$ cat config.mk
export PLATFORM = sky130hd
export DESIGN_NAME = pool2d_div
export DESIGN_NICKNAME = d
export VERILOG_FILES = /design/src/rtl/pool2d_pkg.sv /design/src/rtl/pool2d_div.sv
export SDC_FILE = /design/constraint.sdc
export NUM_CORES = 1
export LEC_CHECK = 0
export BUFFER_PORTS_ARGS = -buffer_cell sky130_fd_sc_hd__buf_2
export CORE_MARGIN = 4
export CORE_UTILIZATION = 56
export CTS_BUF_LIST = sky130_fd_sc_hd__clkbuf_8 sky130_fd_sc_hd__clkbuf_16
export CTS_CLUSTER_DIAMETER = 50
export CTS_CLUSTER_SIZE = 16
export DETAILED_ROUTE_END_ITERATION = 16
export PLACE_DENSITY = 0.93
export SYNTH_ARGS = -nofsm -noshare
export SYNTH_HDL_FRONTEND = slang
export SYNTH_SLANG_ARGS = --single-unit
$ cat constraint.sdc
create_clock -name clk_i -period 3.3 [get_ports clk_i]
set_input_delay 0.66 -clock clk_i [delete_from_list [all_inputs] [get_ports clk_i]]
set_output_delay 0.66 -clock clk_i [all_outputs]
set_load 0.005 [all_outputs]
$ cat src/rtl/pool2d_pkg.sv
// ----------------------------------------------------------------------------
// pool2d_pkg
// types, codes and window geometry shared by the pooling block
// ----------------------------------------------------------------------------
package pool2d_pkg;

  localparam int AXW = 16;
  typedef logic signed [AXW-1:0] axis_t;

  typedef enum logic [3:0] {
    S_IDLE, S_ROW, S_COL, S_SCAN, S_DRAIN, S_DSTART, S_DIV, S_EMIT, S_FIN, S_CADV, S_RADV
  } state_e;

  typedef enum logic [2:0] {
    REG_MODE, REG_KERNEL, REG_STEP, REG_PAD, REG_HEIGHT, REG_WIDTH
  } reg_e;

  typedef struct packed {
    logic busy;
    logic done;
  } div_sts_t;

  typedef struct packed {
    axis_t first;
    axis_t last;
    logic  ok;
    logic  hit;
  } win_t;

  // one window on one axis: clipped start and end, exists, ends at pos
  function automatic win_t win_calc(axis_t o, axis_t s, axis_t p, axis_t k,
                                    axis_t len, axis_t pos);
    win_t  w;
    axis_t start;
    axis_t endu;
    start   = o * s - p;
    endu    = start + k - axis_t'(1);
    w.last  = (endu > len - axis_t'(1)) ? len - axis_t'(1) : endu;
    w.first = (start < 0) ? axis_t'(0) : start;
    w.ok    = (start + k) <= (len + p);
    w.hit   = w.ok && (w.last == pos);
    return w;
  endfunction

endpackage

$ cat src/rtl/pool2d_div.sv
// ----------------------------------------------------------------------------
// pool2d_div
// signed by unsigned restoring divider, one quotient bit per cycle
// ----------------------------------------------------------------------------
module pool2d_div #(
  parameter int SUMW = 22,
  parameter int CNTW = 6
) (
  input  logic                       clk_i,
  input  logic                       rst_ni,
  input  logic                       start_i,
  input  logic signed [SUMW-1:0]     dividend_i,
  input  logic        [CNTW-1:0]     divisor_i,
  output logic signed [SUMW-1:0]     quot_o,
  output pool2d_pkg::div_sts_t       sts_o
);

  localparam int IW = $clog2(SUMW + 1);

  logic            busy_q, done_q, neg_q;
  logic [SUMW-1:0] q_q;
  logic [CNTW-1:0] rem_q, div_q;
  logic [IW-1:0]   it_q;
  logic [CNTW:0]   trial;
  logic            take;

  assign trial = {rem_q, q_q[SUMW-1]};
  assign take  = trial >= {1'b0, div_q};

  always_ff @(posedge clk_i or negedge rst_ni) begin
    if (!rst_ni) begin
      busy_q <= 1'b0;
      done_q <= 1'b0;
      it_q   <= '0;
    end else begin
      done_q <= 1'b0;
      if (start_i) begin
        busy_q <= 1'b1;
        it_q   <= IW'(SUMW);
      end else if (busy_q) begin
        it_q <= it_q - IW'(1);
        if (it_q == IW'(1)) begin
          busy_q <= 1'b0;
          done_q <= 1'b1;
        end
      end
    end
  end

  always_ff @(posedge clk_i) begin
    if (start_i) begin
      neg_q <= dividend_i[SUMW-1];
      q_q   <= dividend_i[SUMW-1] ? SUMW'(-dividend_i) : SUMW'(dividend_i);
      rem_q <= '0;
      div_q <= divisor_i;
    end else if (busy_q) begin
      rem_q <= take ? CNTW'(trial - {1'b0, div_q}) : CNTW'(trial);
      q_q   <= {q_q[SUMW-2:0], take};
    end
  end

  assign quot_o     = neg_q ? -signed'(q_q) : signed'(q_q);
  assign sts_o.busy = busy_q;
  assign sts_o.done = done_q;

endmodule

==> flow_metrics.py <==
metrics = {
    "detailed_routing": {
        "vias": 2433,
        "drc": 0,
        "drtIter0Drc": 198,
        "avgRoutedWirePerCell_um": 15.55,
        "first_pass_iters": 4,
        "finalWirelength_um": 6470,
        "ant_nets": 0,
        "viasPerCell": 5.849,
    },
    "global_route": {
        "grt_pass1_wl_um": 10630,
        "grt_max_degree": 37,
        "grt_pass1_vias": 2389,
        "antenna_found_initial": 0,
        "grt.overflow.total": 0,
        "globalRouteTotalUtil": 0.2143,
    },
    "clock_tree": {
        "cts_tree": "built",
        "clkSinkCount": 42,
        "cts_hold_buffers": 0,
        "clockBufferDepth": 2,
        "clock_latency_ps": 300,
        "postCtsSetupBuffers": 0,
        "h-tree-depth": 2,
        "cts_buffers": 5,
        "cts_resized": 0,
        "cts-root-buf": "clkbuf_8",
        "clk_pin_slew_ps": 80,
    },
    "logic_synthesis": {
        "synth_nets": 345,
        "synth.most_common_cell": "nor2_1",
        "ys_ff_latch": 42,
        "synth_common_cells": "nor2_1 (32), edfxtp_1 (29), xnor2_1 (27)",
        "synth_edf_count": 29,
        "synth_area_per_cell_um2": 9.591,
        "yosysSeqAreaShare": 0.4026,
        "synthTopCellsByArea": "edfxtp_1 (30%), xnor2_1 (8.2%), dfrtp_1 (6.0%)",
        "synthArstFlopShare": 0.1667,
        "yosysUniqueCellTypes": 43,
        "yosysWarnings": 0,
        "syn_area_um2": 2897,
        "synth_top_area_frac": 0.3006,
        "synth_top_flop_cell": "edfxtp_1",
        "yosys.area.top_type": "edfxtp_1",
        "syn_inst": 302,
    },
    "floorplanning": {
        "die_w_um": 79.92,
        "die_y_um": 79.92,
        "start_util": 0.5936,
        "die_area_um2": 6387,
        "boundaryPins": 55,
        "rows": 25,
        "coreArea_um2": 4880,
    },
    "cells_and_area": {
        "fillCellCount": 393,
        "layout.nets": 391,
        "diodes": 0,
        "drive_gt1_frac": 0.2120,
        "area_growth_pct": 13.43,
    },
    "worst_setup_path": {
        "crit_path_cell_trace": "or4_1 -> nor4_4 -> nand3_1 -> o41ai_1 -> xnor2_1 -> buf_2",
        "crit_type": "reg -> out",
        "cp.arrival_ps": 2490,
        "ff2ff_path_depth": 7,
        "max_stage_delay_ps": 640,
        "critPathMaxFanout": 4,
        "startpoint": "q_q[4]$_DFFE_PP_",
        "cp_top_family": "simple AND/OR/NAND/NOR gates",
        "cp.required_ps": 2640,
        "crit_buf_inv": 1,
        "worst_setup_path_start_kind": "flop",
        "r2r_slack_ps": 900,
        "r2r-start": "div_q[5]$_DFFE_PP_",
        "critPathSlowestCell": "or4_1",
        "reg2reg_to": "rem_q[3]$_SDFFE_PP0P_",
        "endpoint_kind": "output port",
    },
    "pwr": {
        "pwr-share-clk": 0.186,
        "power_mw": 1.709,
        "powerDensity_nw_per_um2": 520.1,
        "max-vdd-ir-drop_mv": 0.3025,
        "intPower_mw": 1.102,
        "power.switching_mw": 0.6065,
        "seq_power_share": 0.436,
        "p_leak_nw": 1.337,
        "swShare": 0.3549,
        "comb_power_share": 0.379,
    },
    "placed_design": {
        "dp_hpwl_um": 4808,
        "gp_congestion": 0.8234,
        "portBuffers": 54,
        "post-place-ws_ps": 375.5,
    },
    "job": {
        "cap_violations": 0,
    },
    "sta": {
        "setup_viol": 0,
        "fin_crit_sh": 0.9559,
        "fin_crit_ps": 3154,
        "slew_headroom": 0.5065,
        "finalWorstSetupSlack_ps": 145.7,
        "hold_viol": 0,
        "worst_pin_slew_ps": 736.2,
        "finalSetupTns_ps": 0,
        "fmax_mhz": 317.0,
        "holdWs_ps": 179.0,
        "fin_skew_ps": 4.940,
        "drv_slew": 0,
    },
    "hold_path": {
        "hold_path.class": "in -> async",
    },
    "status": {
        "status": "finished clean",
    },
}
-- sequential cells by signal (all words and copies together) (netlist names) --
register / count
it_q: 5
neg_q: 1
rem_q: 6
q_q: 22
busy_q: 1
div_q: 6
done_q: 1
-- kinds of logic (layout without fill, tap and decap cells) --
logic type,Yosys count,count (layout),share of synthesized area
mux,7,7,0.02592
buf+inv,34,81,0.04795
compound gates,71,71,0.1650
simple gates,90,90,0.1650
fa+ha+maj,12,12,0.05443
flops,42,42,0.4026
xor+xnor,46,46,0.1391
-- worst max-delay path by stage --
stage                   endpoint  slack [ps]  depth (start not counted)
2_1_floorplan  q_q[18]$_DFFE_PP_         750                          5
3_3_place_gp          quot_o[19]         470                          6
3_5_place_dp          quot_o[19]         380                          6
4_1_cts               quot_o[19]          40                          6
5_1_grt               quot_o[19]          -6                          6
6_report              quot_o[19]         150                          6
-- layout by cell type (no fill, tap or decap), types with 7 or more instances in the layout --
| cell | count |
|---|---|
| edfxtp_1 | 29 |
| xnor2_1 | 27 |
| a21oi_1 | 23 |
| inv_1 | 19 |
| o41ai_1 | 11 |
| ha_1 | 11 |
| nand2b_1 | 7 |
| buf_2 | 54 |
| nor2_1 | 32 |
| o21ai_0 | 11 |
| xor2_1 | 19 |
| nand2_1 | 17 |
| dfrtp_1 | 7 |
| o31ai_1 | 11 |
-- per-layer routing --
layer  wire length (µm)  up-vias  global-route usage  part of all wire
met5                  0        -                   0                 0
met4                193        0             0.08784             0.030
met3                451       19             0.05192             0.070
met2               3165       92              0.3659              0.49
met1               2658     1136              0.2568              0.41
li1                   -     1186                   -                 -
-- layout make-up --
class / instances / area (µm²) / share of cell area
timing repair buffer: 55 / 277.8 / 0.08454
multi-input combinational: 226 / 1608 / 0.4893
tap: 67 / 83.83 / 0.02551
clock buffer: 5 / 68.82 / 0.02094
sequential: 42 / 1166 / 0.3549
clock inverter: 3 / 13.76 / 0.004189
inverter: 18 / 67.56 / 0.02056
-- power groups by stage --
stage	Combinational [mW]	Clock (mW)	Sequential, mW
after floorplan	0.465	0	0.724
after global placement	0.610	0	0.745
after detailed placement	0.636	0	0.750
after CTS	0.644	0.320	0.739
after global routing	0.725	0.348	0.755
final	0.647	0.318	0.744
-- per-stage QoR --
| step | std cells | instance area, µm² | utilization |
|---|---|---|---|
| 6_report | 416 | 3286 | 0.6733 |
| 5_1_grt | 416 | 3286 | 0.6733 |
| 4_1_cts | 416 | 3269 | 0.6700 |
| 3_5_place_dp | 408 | 3187 | 0.6531 |
| 3_3_place_gp | 408 | 3187 | 0.6531 |
| 2_1_floorplan | 302 | 2897 | - |
-- worst reg2reg max path, stage by stage, from the launching register on --
cell      delay [ps]
edfxtp_1         340
inv_1             50
ha_1             370
a211oi_1         270
nand2_1          130
nor3_2           640
mux2i_1          340
a211oi_1         110
No activity file was read; power rests on OpenSTA's default activity.
